==> config.mk <==
export PLATFORM = sky130hd
export DESIGN_NAME = rotary_encoder_edge_decoder_unit
export DESIGN_NICKNAME = d
export VERILOG_FILES = /design/src/sv/redec_pkg.sv /design/src/sv/redec_in_stage.sv /design/src/sv/redec_core.sv /design/src/sv/redec_out_stage.sv /design/src/sv/rotary_encoder_edge_decoder_unit.sv
export VERILOG_INCLUDE_DIRS = /design/src /design/src/sv
export SDC_FILE = /design/constraint.sdc
export NUM_CORES = 1
export LEC_CHECK = 0
export BUFFER_PORTS_ARGS = -buffer_cell sky130_fd_sc_hd__buf_4
export CORE_MARGIN = 4
export CORE_UTILIZATION = 45
export DETAILED_ROUTE_END_ITERATION = 10
export PLACE_DENSITY = 0.67
export SLEW_MARGIN = 15
export SYNTH_ARGS = -nofsm -noshare
export SYNTH_HDL_FRONTEND = slang
export SYNTH_SLANG_ARGS = --single-unit
export TNS_END_PERCENT = 50
==> constraint.sdc <==
create_clock -name clock -period 4.69 [get_ports clock]
set_clock_uncertainty 0.05 [all_clocks]
set_input_delay 0.938 -clock clock [delete_from_list [all_inputs] [get_ports clock]]
set_output_delay 0.938 -clock clock [all_outputs]
set_load 0.005 [all_outputs]
==> src/sv/rotary_encoder_edge_decoder_unit_assert.svh <==
`ifndef ROTARY_ENCODER_EDGE_DECODER_UNIT_ASSERT_SVH
`define ROTARY_ENCODER_EDGE_DECODER_UNIT_ASSERT_SVH

// same-cycle check
`define REDEC_ASSERT_NOW(label, ante, cons, msg) \
   label: assert property (@(posedge clock) disable iff (reset) (ante) |-> (cons)) \
      else $error(msg);

// next-cycle check
`define REDEC_ASSERT_NEXT(label, ante, cons, msg) \
   label: assert property (@(posedge clock) disable iff (reset) (ante) |=> (cons)) \
      else $error(msg);

`endif

==> src/sv/redec_pkg.sv <==
package redec_pkg;

   localparam int unsigned LOCKOUT_W = 8;
   localparam logic [LOCKOUT_W-1:0] LOCKOUT_RESET = 8'd5;

   typedef enum logic [1:0] {
      KIND_TICK   = 2'd0,
      KIND_RIGHT  = 2'd1,
      KIND_LEFT   = 2'd2,
      KIND_BUTTON = 2'd3
   } kind_type;

   typedef enum logic [1:0] {
      EV_ROT_LEFT  = 2'd0,
      EV_ROT_RIGHT = 2'd1,
      EV_BUTTON    = 2'd2
   } event_type;

   typedef struct packed {
      kind_type kind;
      logic     right_level;
      logic     left_level;
   } item_type;

   typedef struct packed {
      logic      valid;
      event_type ev;
   } result_type;

   typedef struct packed {
      logic                 right_armed;
      logic                 left_armed;
      logic [LOCKOUT_W-1:0] lockout_count;
   } state_type;

endpackage

==> src/sv/redec_in_stage.sv <==
module redec_in_stage (
   input  logic               clock,
   input  logic               reset,
   input  logic               req_valid,
   output logic               req_stall,
   input  logic [1:0]         req_kind,
   input  logic               req_right_level,
   input  logic               req_left_level,
   input  logic               advance,
   output logic               in_valid,
   output redec_pkg::item_type item
);
   import redec_pkg::*;

   logic     in_valid_ff;
   logic     in_valid_in;
   item_type item_ff;
   logic     accept;

   assign req_stall = in_valid_ff && !advance;
   assign accept    = req_valid && !req_stall;

   always_comb begin
      if (accept) begin
         in_valid_in = 1'b1;
      end else if (advance) begin
         in_valid_in = 1'b0;
      end else begin
         in_valid_in = in_valid_ff;
      end
   end

   always_ff @(posedge clock) begin
      if (reset) begin
         in_valid_ff <= 1'b0;
      end else begin
         in_valid_ff <= in_valid_in;
      end
   end

   always_ff @(posedge clock) begin
      if (accept) begin
         item_ff.kind        <= kind_type'(req_kind);
         item_ff.right_level <= req_right_level;
         item_ff.left_level  <= req_left_level;
      end
   end

   assign in_valid = in_valid_ff;
   assign item     = item_ff;

endmodule

==> src/sv/redec_core.sv <==
module redec_core (
   input  logic                      clock,
   input  logic                      reset,
   input  logic                      csr_write,
   input  logic [redec_pkg::LOCKOUT_W-1:0] csr_data,
   input  logic                      in_valid,
   input  redec_pkg::item_type       item,
   input  logic                      advance,
   output redec_pkg::result_type     res,
   output redec_pkg::state_type      state
);
   import redec_pkg::*;

   state_type            state_ff;
   state_type            state_in;
   logic [LOCKOUT_W-1:0] lockout_ticks_ff;

   always_ff @(posedge clock) begin
      if (reset) begin
         lockout_ticks_ff <= LOCKOUT_RESET;
      end else if (csr_write) begin
         lockout_ticks_ff <= csr_data;
      end
   end

   always_comb begin
      state_in  = state_ff;
      res.valid = 1'b0;
      res.ev    = EV_BUTTON;
      case (item.kind)
         KIND_TICK: begin
            if (item.right_level && item.left_level) begin
               state_in.right_armed = 1'b0;
               state_in.left_armed  = 1'b0;
            end
            if (state_ff.lockout_count != '0) begin
               state_in.lockout_count = state_ff.lockout_count - 1'b1;
            end
         end
         KIND_RIGHT: begin
            if (state_ff.lockout_count == '0) begin
               if (state_ff.left_armed && !item.left_level) begin
                  state_in.lockout_count = lockout_ticks_ff;
                  state_in.right_armed   = 1'b0;
                  state_in.left_armed    = 1'b0;
                  res.valid              = in_valid;
                  res.ev                 = EV_ROT_LEFT;
               end else begin
                  state_in.right_armed = 1'b1;
               end
            end
         end
         KIND_LEFT: begin
            if (state_ff.lockout_count == '0) begin
               if (state_ff.right_armed && !item.right_level) begin
                  state_in.lockout_count = lockout_ticks_ff;
                  state_in.right_armed   = 1'b0;
                  state_in.left_armed    = 1'b0;
                  res.valid              = in_valid;
                  res.ev                 = EV_ROT_RIGHT;
               end else begin
                  state_in.left_armed = 1'b1;
               end
            end
         end
         default: begin
            state_in.right_armed = 1'b0;
            state_in.left_armed  = 1'b0;
            res.valid            = in_valid;
            res.ev               = EV_BUTTON;
         end
      endcase
   end

   always_ff @(posedge clock) begin
      if (reset) begin
         state_ff <= '0;
      end else if (advance) begin
         state_ff <= state_in;
      end
   end

   assign state = state_ff;

endmodule

==> src/sv/redec_out_stage.sv <==
module redec_out_stage (
   input  logic                  clock,
   input  logic                  reset,
   input  logic                  advance,
   input  redec_pkg::result_type res,
   output logic                  out_ready,
   output logic                  rsp_valid,
   input  logic                  rsp_stall,
   output logic [1:0]            rsp_event_res
);
   import redec_pkg::*;

   logic      rsp_valid_ff;
   logic      rsp_valid_in;
   event_type ev_ff;
   logic      load;

   assign out_ready = !rsp_valid_ff || !rsp_stall;
   assign load      = advance && res.valid;

   always_comb begin
      if (load) begin
         rsp_valid_in = 1'b1;
      end else if (rsp_stall) begin
         rsp_valid_in = rsp_valid_ff;
      end else begin
         rsp_valid_in = 1'b0;
      end
   end

   always_ff @(posedge clock) begin
      if (reset) begin
         rsp_valid_ff <= 1'b0;
      end else begin
         rsp_valid_ff <= rsp_valid_in;
      end
   end

   always_ff @(posedge clock) begin
      if (load) begin
         ev_ff <= res.ev;
      end
   end

   assign rsp_valid     = rsp_valid_ff;
   assign rsp_event_res = 2'(ev_ff);

endmodule

==> src/sv/rotary_encoder_edge_decoder_unit.sv <==
// Rotary encoder edge decoder: turns encoder line edges, button edges and
// timer ticks into rotate-left, rotate-right and button-press events.
// req channel: one event beat (kind, right_level, left_level) per cycle,
// accepted when req_valid is high and req_stall is low.
// rsp channel: one event_res beat (0 left, 1 right, 2 button) for items that
// produce a result; ticks, armed-only edges and locked-out edges give none.
// csr channel: write of lockout_ticks, taken whenever csr_valid is high,
// csr_ready is always high; write only while the block is idle.
// Throughput: one item per cycle unless a result waits on rsp_stall, limited
// by the input register feeding the decode logic and the result register.
// Path: an accepted item sits in the input register, is decoded from it, and
// its result is loaded into the result register, which drives rsp_valid.
// Reset (synchronous): flags and lockout counter clear, lockout_ticks = 5,
// both valid registers clear.
// A stalled rsp beat holds; items without a result keep flowing, an item
// with a result waits in the input register, which raises req_stall.
`include "rotary_encoder_edge_decoder_unit_assert.svh"

module rotary_encoder_edge_decoder_unit (
   input  logic       clock,
   input  logic       reset,
   input  logic       req_valid,
   output logic       req_stall,
   input  logic [1:0] req_kind,
   input  logic       req_right_level,
   input  logic       req_left_level,
   output logic       rsp_valid,
   input  logic       rsp_stall,
   output logic [1:0] rsp_event_res,
   input  logic       csr_valid,
   output logic       csr_ready,
   input  logic [7:0] csr_data
);
   import redec_pkg::*;

   logic       in_valid;
   item_type   item;
   result_type res;
   state_type  state;
   logic       out_ready;
   logic       advance;

   assign csr_ready = 1'b1;
   assign advance   = in_valid && (!res.valid || out_ready);

   redec_in_stage u_in (
      .clock           (clock),
      .reset           (reset),
      .req_valid       (req_valid),
      .req_stall       (req_stall),
      .req_kind        (req_kind),
      .req_right_level (req_right_level),
      .req_left_level  (req_left_level),
      .advance         (advance),
      .in_valid        (in_valid),
      .item            (item)
   );

   redec_core u_core (
      .clock     (clock),
      .reset     (reset),
      .csr_write (csr_valid && csr_ready),
      .csr_data  (csr_data),
      .in_valid  (in_valid),
      .item      (item),
      .advance   (advance),
      .res       (res),
      .state     (state)
   );

   redec_out_stage u_out (
      .clock         (clock),
      .reset         (reset),
      .advance       (advance),
      .res           (res),
      .out_ready     (out_ready),
      .rsp_valid     (rsp_valid),
      .rsp_stall     (rsp_stall),
      .rsp_event_res (rsp_event_res)
   );

   `REDEC_ASSERT_NEXT(a_result_clears_flags, advance && res.valid,
      !state.right_armed && !state.left_armed, "flags not cleared after result")
   `REDEC_ASSERT_NOW(a_rotation_not_locked, res.valid && res.ev != EV_BUTTON,
      state.lockout_count == '0, "rotation reported during lockout")
   `REDEC_ASSERT_NOW(a_stall_from_output, req_stall,
      rsp_valid && rsp_stall, "req_stall without output backpressure")

endmodule
==> impl_metrics.env, run 1 <==
export IMPL_synth_yosys_seq_area_share_pct=40.1
export IMPL_swShare_pct=31.6
export IMPL_cts_resized_gates=0
export IMPL_clkSlewWorstSetupHoldPaths_ns=0.15
export IMPL_powerDensity_mw_per_mm2=298
export IMPL_synth_edf_count=6
export IMPL_cap_violations=0
export IMPL_finalSetupTns_ns=0
export IMPL_cp_depth=7
export IMPL_syn_nets=171
export IMPL_areaGrowthSynthToFinish_pct=11.3
export IMPL_hold_violations=0
export IMPL_relSlewSlack_pct=57.8
export IMPL_synth_mux_area_share_pct=4.15
export IMPL_first_pass_iters=4
export IMPL_critical_path_top_delay_family="simple AND/OR/NAND/NOR gates"
export IMPL_layout_drive_gt1_share_pct=21.2
export IMPL_die_y_um=64.7
export IMPL_dp_hpwl_um=2320
export IMPL_synth_compound_area_share_pct=21.3
export IMPL_clock_sinks=26
export IMPL_cpPeakStageDelay_ns=0.45
export IMPL_path_max_fanout=5
export IMPL_rsz0062_at_grt="no"
export IMPL_cp_data_required_time_ns=3.70
export IMPL_netlist_area_mm2=0.00145
export IMPL_grt_overflow=0
export IMPL_drt_initial_drc_count=51
export IMPL_p_total_mw=0.480
export IMPL_synthXorXnorAreaFrac_pct=0
export IMPL_antennaDiodeCount=0
export IMPL_path_cells="inv_1 -> ha_1 -> nor4bb_1 -> o211a_1 -> o21ai_0 -> nor2_1 -> buf_4"
export IMPL_rows=20
export IMPL_ys_seq_elements=26
export IMPL_drv_slew=0
export IMPL_grt_pass1_wl_um=5220
export IMPL_worst_pin_slew_ns=0.633
export IMPL_io_pins=22
export IMPL_internal_power_mw=0.328
export IMPL_ctsHoldBuffers=0
export IMPL_async_flop_share_pct=0
export IMPL_synth_simple_area_share_pct=23.6
export IMPL_clockBufferDepth=2
export IMPL_yosysWarnings=0
export IMPL_dieArea_mm2=0.00419
export IMPL_layout_common_cells="20 x buf_4, 20 x dfxtp_1, 18 x nor2_1"
export IMPL_dpl_cell_area_mm2=0.00159
export IMPL_finalCritPeriodShare_pct=69.8
export IMPL_design_area_mm2=0.00161
export IMPL_synth_flop_cell="dfxtp_1"
export IMPL_numCtsBuffers=3
export IMPL_min_period_ns=3.27
export IMPL_root_buffer="clkbuf_4"
export IMPL_seqPwrFrac_pct=53.5
export IMPL_p_sw_mw=0.152
export IMPL_vias=1190
export IMPL_p_comb_share_pct=25.4
export IMPL_cp_num_buf_inv=2
export IMPL_cp_end_kind="output port"
export IMPL_r2r_cells=7
export IMPL_die_w_um=64.7
export IMPL_netlist_instances=149
export IMPL_grt_max_degree=24
export IMPL_synth_distinct_cells=48
export IMPL_wirelength_um=3130
export IMPL_hold_depth=2
export IMPL_viasPerCell=5.69
export IMPL_grt_usage_pct=15.7
export IMPL_gp_congestion=0.801
export IMPL_power_leakage_nw=0.662
export IMPL_critical_path_arrival_ns=2.29
export IMPL_antenna_found_initial=0
export IMPL_fin_nets=188
export IMPL_setup_viol=0
export IMPL_grt_pass1_vias=1157
export IMPL_dpl_worst_slack_ns=1.82
export IMPL_h_tree_depth=1
export IMPL_core_area_mm2=0.00308
export IMPL_initial_utilization_pct=47.0
export IMPL_syn_avg_cell_area_um2=9.72
export IMPL_ir_drop_mv=0.179
export IMPL_fin_ws_ns=1.42
export IMPL_clk_latency_ns=0.33
export IMPL_crit_slowest_cell="edfxtp_1"
export IMPL_port_buffers=20
export IMPL_synth_top_family_by_area="simple AND/OR/NAND/NOR gates"
export IMPL_cts_tree="done"
export IMPL_criticalPathCategory="register to output port"
export IMPL_run_status="complete, no violations"
export IMPL_fmax_ghz=0.305
export IMPL_start_kind="register"
export IMPL_drt_wirelength_per_cell_um=15.0
export IMPL_synthAdderAreaFrac_pct=4.32
export IMPL_postCtsSetupRepairBufs=0
export IMPL_clkPwrFrac_pct=21.1
export IMPL_ant_nets=0
export IMPL_route_detailed_drc=0
export IMPL_hp_class="register to register"
## state kept, by name (all words and copies together), names as in the netlist
signal and cells:
u_in.in_valid 1, u_core.state 10, u_in.item 4, u_core.lockout_ticks_ff 8, u_out.rsp_valid 1, u_out.rsp_event_res 2
## area by class of cell
| type | instances | area, µm² |
|---|---|---|
| inverter | 6 | 22.5 |
| multi-input combinational | 109 | 777 |
| tap | 44 | 55.1 |
| sequential | 26 | 581 |
| clock inverter | 1 | 3.75 |
| clock buffer | 3 | 22.5 |
| fill | 292 | 1470 |
| timing repair buffer | 20 | 150 |
## cell families after synthesis
group                    Yosys count
multiplexers                       6
adder cells (fa/ha/maj)            5
AO/OA/AOI/OAI                     43
buffers and inverters             14
AND/OR/NAND/NOR                   54
flip-flops                        26
other                              1
## layer usage
metal / part of all wire, % / track usage, % / vias to the layer above
li1: - / - / 591
met1: 45 / 19.8 / 561
met2: 49 / 27.3 / 32
met3: 4.6 / 1.73 / 6
met4: 1.4 / 5.80 / 0
met5: 0 / 0 / -
## final timing paths
kind,startpoint,end,slack (ns)
worst max-delay path,u_in.item[2],req_stall,1.42
worst min-delay path,u_core.lockout_ticks_ff[0],u_core.state[0],0.46
worst max register to register,u_core.state[0],u_core.state[0],2.32
worst min register to register,u_core.lockout_ticks_ff[0],u_core.state[0],0.46
## synthesized netlist by cell type (2+ instances only)
| library cell | number | share of area, % |
|---|---|---|
| dfxtp_1 | 20 | 28 |
| inv_1 | 6 | 1.6 |
| ha_1 | 5 | 4.3 |
| a41o_1 | 2 | 1.4 |
| or4_1 | 2 | 1.0 |
| clkbuf_8 | 2 | 1.9 |
| a211o_1 | 2 | 1.2 |
| nor4bb_1 | 2 | 1.4 |
| a21oi_1 | 11 | 3.8 |
| edfxtp_1 | 6 | 12 |
| nor4b_1 | 3 | 1.8 |
| o311ai_0 | 6 | 3.6 |
| clkbuf_1 | 2 | 0.52 |
| a21boi_0 | 2 | 1.0 |
| nand3_1 | 2 | 0.69 |
| a21oi_2 | 3 | 1.8 |
| nor3b_1 | 2 | 1.0 |
| nor3_1 | 2 | 0.69 |
| o31ai_1 | 6 | 3.1 |
| nand2_1 | 6 | 1.6 |
| mux2i_1 | 6 | 4.1 |
| o21ai_0 | 4 | 1.4 |
| nor2_1 | 18 | 4.7 |
| nor4_1 | 2 | 0.86 |
| nor2b_1 | 4 | 1.7 |
## power by group through the flow
stage,logic [mW],clock network (mW),registers [mW]
final,0.122,0.101,0.257
after detailed placement,0.121,0,0.261
after floorplan,0.0967,0,0.256
after global routing,0.135,0.111,0.259
after global placement,0.116,0,0.261
after CTS,0.121,0.103,0.257
## worst reg2reg max path: stages, from the launching register on
cell and delay, ns:
dfxtp_1 0.37, inv_1 0.06, ha_1 0.17, nor3b_4 0.39
a21oi_2 0.15, nand4bb_1 0.45, or4_1 0.51, a31oi_1 0.16
## per-stage QoR
stage	utilization [%]	hold slack [ns]	instances
global route	52.4	0.496	209
floorplan	-	0.409	149
global placement	51.5	0.430	205
finish	52.4	0.465	209
CTS	52.4	0.472	209
detailed placement	51.5	0.445	205
Power figures use the tool's default switching activity.
==> inputs of run 2 (changes only) <==
==> constraint.sdc (replaced) <==
create_clock -name clock -period 3.36 [get_ports clock]
set_clock_uncertainty 0.05 [all_clocks]
set_input_delay 0.672 -clock clock [delete_from_list [all_inputs] [get_ports clock]]
set_output_delay 0.672 -clock clock [all_outputs]
set_load 0.005 [all_outputs]
==> run 2 against run 1 <==
Effect of this change: global-route usage is 0.49 points lower; flip-flop and latch count unchanged; count of clock-buffer cells in the layout stayed put; first-iteration DRC count up 2.0%; final area is the same; largest cell class unchanged; utilization is the same; critical path depth did not move; non-clock buffer count unchanged; routed wire length down 4.7%; via count shrank 1.9%; hold slack about the same.
==> impl_metrics.env, run 2 (synthesis results as in run 1) <==
export IMPL_run_status="complete, no violations"
export IMPL_cts_resized_gates=0
export IMPL_drt_initial_drc_count=52
export IMPL_grt_max_degree=24
export IMPL_fin_nets=188
export IMPL_rsz0062_at_grt="no"
export IMPL_vias=1167
export IMPL_layout_drive_gt1_share_pct=21.2
export IMPL_fmax_ghz=0.343
export IMPL_p_comb_share_pct=25.4
export IMPL_post_route_util_pct=52.4
export IMPL_internal_power_mw=0.458
export IMPL_h_tree_depth=1
export IMPL_setup_viol=0
export IMPL_start_kind="register"
export IMPL_largest_register_ffs=10
export IMPL_port_buffers=20
export IMPL_clockBufferDepth=2
export IMPL_first_pass_iters=4
export IMPL_fin_ws_ns=0.443
export IMPL_criticalPathCategory="register to output port"
export IMPL_dpl_cell_area_mm2=0.00159
export IMPL_ir_drop_mv=0.246
export IMPL_drt_wirelength_per_cell_um=14.3
export IMPL_areaGrowthSynthToFinish_pct=11.3
export IMPL_rows=20
export IMPL_p_sw_mw=0.203
export IMPL_finalCritPeriodShare_pct=86.8
export IMPL_power_leakage_nw=0.662
export IMPL_path_max_fanout=5
export IMPL_root_buffer="clkbuf_4"
export IMPL_clkSlewWorstSetupHoldPaths_ns=0.14
export IMPL_route_detailed_drc=0
export IMPL_postCtsSetupRepairBufs=0
export IMPL_min_period_ns=2.92
export IMPL_ctsHoldBuffers=0
export IMPL_p_total_mw=0.661
export IMPL_clock_sinks=26
export IMPL_io_pins=22
export IMPL_hp_class="register to register"
export IMPL_clkPwrFrac_pct=20.5
export IMPL_critical_path_arrival_ns=2.20
export IMPL_grt_overflow=0
export IMPL_viasPerCell=5.58
export IMPL_antennaDiodeCount=0
export IMPL_dp_hpwl_um=2270
export IMPL_clk_latency_ns=0.32
export IMPL_cap_violations=0
export IMPL_swShare_pct=30.8
export IMPL_dieArea_mm2=0.00419
export IMPL_antenna_found_initial=0
export IMPL_initial_utilization_pct=47.0
export IMPL_design_area_mm2=0.00161
export IMPL_wirelength_um=2990
export IMPL_drv_slew=0
export IMPL_cp_end_kind="output port"
export IMPL_relSlewSlack_pct=57.4
export IMPL_grt_pass1_vias=1110
export IMPL_dpl_worst_slack_ns=0.816
export IMPL_core_area_mm2=0.00308
export IMPL_numCtsBuffers=3
export IMPL_seqPwrFrac_pct=54.1
export IMPL_layout_common_cells="20 x buf_4, 20 x dfxtp_1, 18 x nor2_1"
export IMPL_worst_pin_slew_ns=0.639
export IMPL_cp_data_required_time_ns=2.64
export IMPL_cts_tree="done"
export IMPL_powerDensity_mw_per_mm2=410
export IMPL_ant_nets=0
export IMPL_grt_pass1_wl_um=5090
export IMPL_finalSetupTns_ns=0
export IMPL_hold_violations=0
export IMPL_grt_usage_pct=15.2
export IMPL_die_y_um=64.7
export IMPL_die_w_um=64.7
export IMPL_gp_congestion=0.799
-- run 2: cell counts in the layout (fill, tap and decap cells not counted) --
Identical to the previous run, type by type.
-- run 2: final timing paths --
path	startpoint	cells after the start	to	slack, ns
worst max-delay path	u_in.item[2]	7	req_stall	0.44
worst min-delay path	u_core.state[1]	2	u_core.state[1]	0.46
worst min register to register	u_core.state[1]	2	u_core.state[1]	0.46
worst max register to register	u_core.state[0]	7	u_core.state[5]	1.01
-- run 2: critical path, cell delays in order, from the launching register on --
cell,delay [ns]
edfxtp_1,0.45
inv_1,0.11
ha_1,0.24
nor4bb_1,0.40
o211a_1,0.23
o21ai_0,0.12
nor2_1,0.19
buf_4,0.14
-- run 2: cell type report --
cell class	instances	area (µm²)
Clock buffer	3	22.5
Clock inverter	1	3.75
Fill cell	303	1470
Inverter	6	22.5
Multi-Input combinational cell	109	777
Sequential cell	26	581
Tap cell	44	55.1
Timing Repair Buffer	20	150
-- run 2: power by group through the flow --
stage	clock, mW	combinational, mW	sequential [mW]
5_1_grt	0.156	0.189	0.361
2_1_floorplan	0	0.135	0.358
4_1_cts	0.140	0.168	0.358
3_3_place_gp	0	0.162	0.364
6_report	0.135	0.168	0.358
3_5_place_dp	0	0.168	0.365
-- run 2: metrics by stage --
step	hold WS, ns	std cells
2_1_floorplan	0.409	149
3_3_place_gp	0.430	205
3_5_place_dp	0.444	205
4_1_cts	0.464	209
5_1_grt	0.455	209
6_report	0.464	209
-- run 2: per-layer routing --
metal	track usage (%)	vias to the layer above	share of wire, %
li1	-	589	-
met1	20.2	535	44
met2	26.1	41	49
met3	1.56	2	5.4
met4	3.96	0	0.70
met5	0	-	0
==> inputs of run 3 (changes only) <==
--- a/config.mk
+++ b/config.mk
@@ -10,6 +10,7 @@
 export CORE_MARGIN = 4
 export CORE_UTILIZATION = 45
 export DETAILED_ROUTE_END_ITERATION = 10
+export GPL_TIMING_DRIVEN = 0
 export PLACE_DENSITY = 0.67
 export SLEW_MARGIN = 15
 export SYNTH_ARGS = -nofsm -noshare
==> run 3 against run 2 <==
Effect of this change: combinational power up 8%; final cell count up 3.3%; clock power increased by 3%; largest cell class unchanged.
==> impl_metrics.env, run 3 (synthesis results as in run 1) <==
export IMPL_core_area_mm2=0.00308
export IMPL_clkSlewWorstSetupHoldPaths_ns=0.14
export IMPL_worst_pin_slew_ns=0.591
export IMPL_p_sw_mw=0.209
export IMPL_vias=1212
export IMPL_port_buffers=19
export IMPL_drv_slew=0
export IMPL_ir_drop_mv=0.210
export IMPL_setup_viol=0
export IMPL_cap_violations=0
export IMPL_fin_nets=195
export IMPL_p_comb_share_pct=26.8
export IMPL_first_pass_iters=4
export IMPL_layout_drive_gt1_share_pct=22.7
export IMPL_root_buffer="clkbuf_4"
export IMPL_cts_resized_gates=0
export IMPL_drt_wirelength_per_cell_um=15.2
export IMPL_die_y_um=64.7
export IMPL_hold_violations=0
export IMPL_hp_class="primary input to register"
export IMPL_rsz0062_at_grt="no"
export IMPL_cts_tree="done"
export IMPL_relSlewSlack_pct=60.3
export IMPL_cpPeakStageDelay_ns=0.46
export IMPL_cp_data_required_time_ns=2.64
export IMPL_regArea_um2=581
export IMPL_crit_slowest_cell="edfxtp_1"
export IMPL_cp_end_kind="output port"
export IMPL_largest_register_ffs=10
export IMPL_cp_num_buf_inv=2
export IMPL_postCtsSetupRepairBufs=0
export IMPL_clkPwrFrac_pct=20.5
export IMPL_dieArea_mm2=0.00419
export IMPL_h_tree_depth=1
export IMPL_areaGrowthSynthToFinish_pct=15.5
export IMPL_post_route_util_pct=54.3
export IMPL_place_inst=212
export IMPL_clock_sinks=26
export IMPL_internal_power_mw=0.468
export IMPL_ctsHoldBuffers=0
export IMPL_gp_congestion=0.818
export IMPL_die_w_um=64.7
export IMPL_clk_latency_ns=0.32
export IMPL_grt_pass1_vias=1200
export IMPL_power_leakage_nw=0.693
export IMPL_ant_nets=0
export IMPL_antennaDiodeCount=0
export IMPL_critical_path_arrival_ns=2.28
export IMPL_grt_usage_pct=17.0
export IMPL_dp_hpwl_um=2420
export IMPL_start_kind="register"
export IMPL_n_fill_cell=277
export IMPL_io_pins=22
export IMPL_layout_common_cells="20 x buf_4, 20 x dfxtp_1, 18 x nor2_1"
export IMPL_viasPerCell=5.61
export IMPL_dpl_worst_slack_ns=0.756
export IMPL_critical_path_top_delay_family="simple AND/OR/NAND/NOR gates"
export IMPL_initial_utilization_pct=47.0
export IMPL_path_cells="inv_1 -> ha_1 -> nor4bb_1 -> o211a_1 -> o21ai_0 -> nor2_1 -> buf_4"
export IMPL_numCtsBuffers=3
export IMPL_seqPwrFrac_pct=52.7
export IMPL_grt_overflow=0
export IMPL_min_period_ns=3.00
export IMPL_wirelength_um=3290
export IMPL_grt_pass1_wl_um=5560
export IMPL_powerDensity_mw_per_mm2=405
export IMPL_criticalPathCategory="register to output port"
export IMPL_grt_max_degree=15
export IMPL_fin_ws_ns=0.362
export IMPL_finalCritPeriodShare_pct=89.2
export IMPL_swShare_pct=30.9
export IMPL_drt_initial_drc_count=90
export IMPL_clockBufferDepth=2
export IMPL_path_max_fanout=5
export IMPL_rows=20
export IMPL_multi_input_area_um2=777
export IMPL_p_total_mw=0.678
export IMPL_antenna_found_initial=0
export IMPL_run_status="complete, no violations"
export IMPL_final_cells=216
export IMPL_route_detailed_drc=0
export IMPL_fmax_ghz=0.334
export IMPL_finalSetupTns_ns=0
## run 3: power groups by stage
| stage | clock, mW | sequential [mW] | combinational (mW) |
|---|---|---|---|
| finish | 0.139 | 0.357 | 0.182 |
| global route | 0.156 | 0.359 | 0.204 |
| CTS | 0.142 | 0.356 | 0.180 |
| detailed placement | 0 | 0.363 | 0.178 |
| global placement | 0 | 0.362 | 0.173 |
| floorplan | 0 | 0.358 | 0.135 |
## run 3: metal layers
layer / vias up / track usage, % / share of wire, % / wire length, µm
met5: - / 0 / 0 / 0
met4: 0 / 5.80 / 1.2 / 38
met1: 565 / 22.3 / 47 / 1540
met3: 5 / 2.77 / 5.1 / 169
met2: 34 / 28.2 / 47 / 1530
li1: 608 / - / - / -
## run 3: cell type report
class	count	share of cell area [%]
Timing Repair Buffer	19	8.53
Clock buffer	4	1.57
Multi-Input combinational cell	109	46.5
Tap cell	44	3.29
Sequential cell	26	34.7
Buffer	8	4.04
Inverter	6	1.35
## run 3: path summary, 6_finish.rpt
kind,start,end,slack [ns],cells past startpoint
hold reg to reg,u_core.lockout_ticks_ff[0],u_core.state[0],0.47,2
setup reg to reg,u_in.item[2],u_in.item[0],1.04,7
hold / removal,req_right_level,u_in.item[1],0.46,1
setup / recovery,u_in.item[2],req_stall,0.36,7
## run 3: metrics by stage
step                hold slack (ns)  area [µm²]
finish                        0.464        1670
global route                  0.445        1670
CTS                           0.461        1670
detailed placement            0.440        1650
global placement              0.432        1650
floorplan                     0.409        1450
## run 3: worst register-to-register path: cells and delay by family (launching register included)
family          cells  cell delay (ns)
fa+ha+maj           1             0.26
flops               1             0.42
buf+inv             1             0.08
compound gates      2             0.54
simple gates        3             0.65
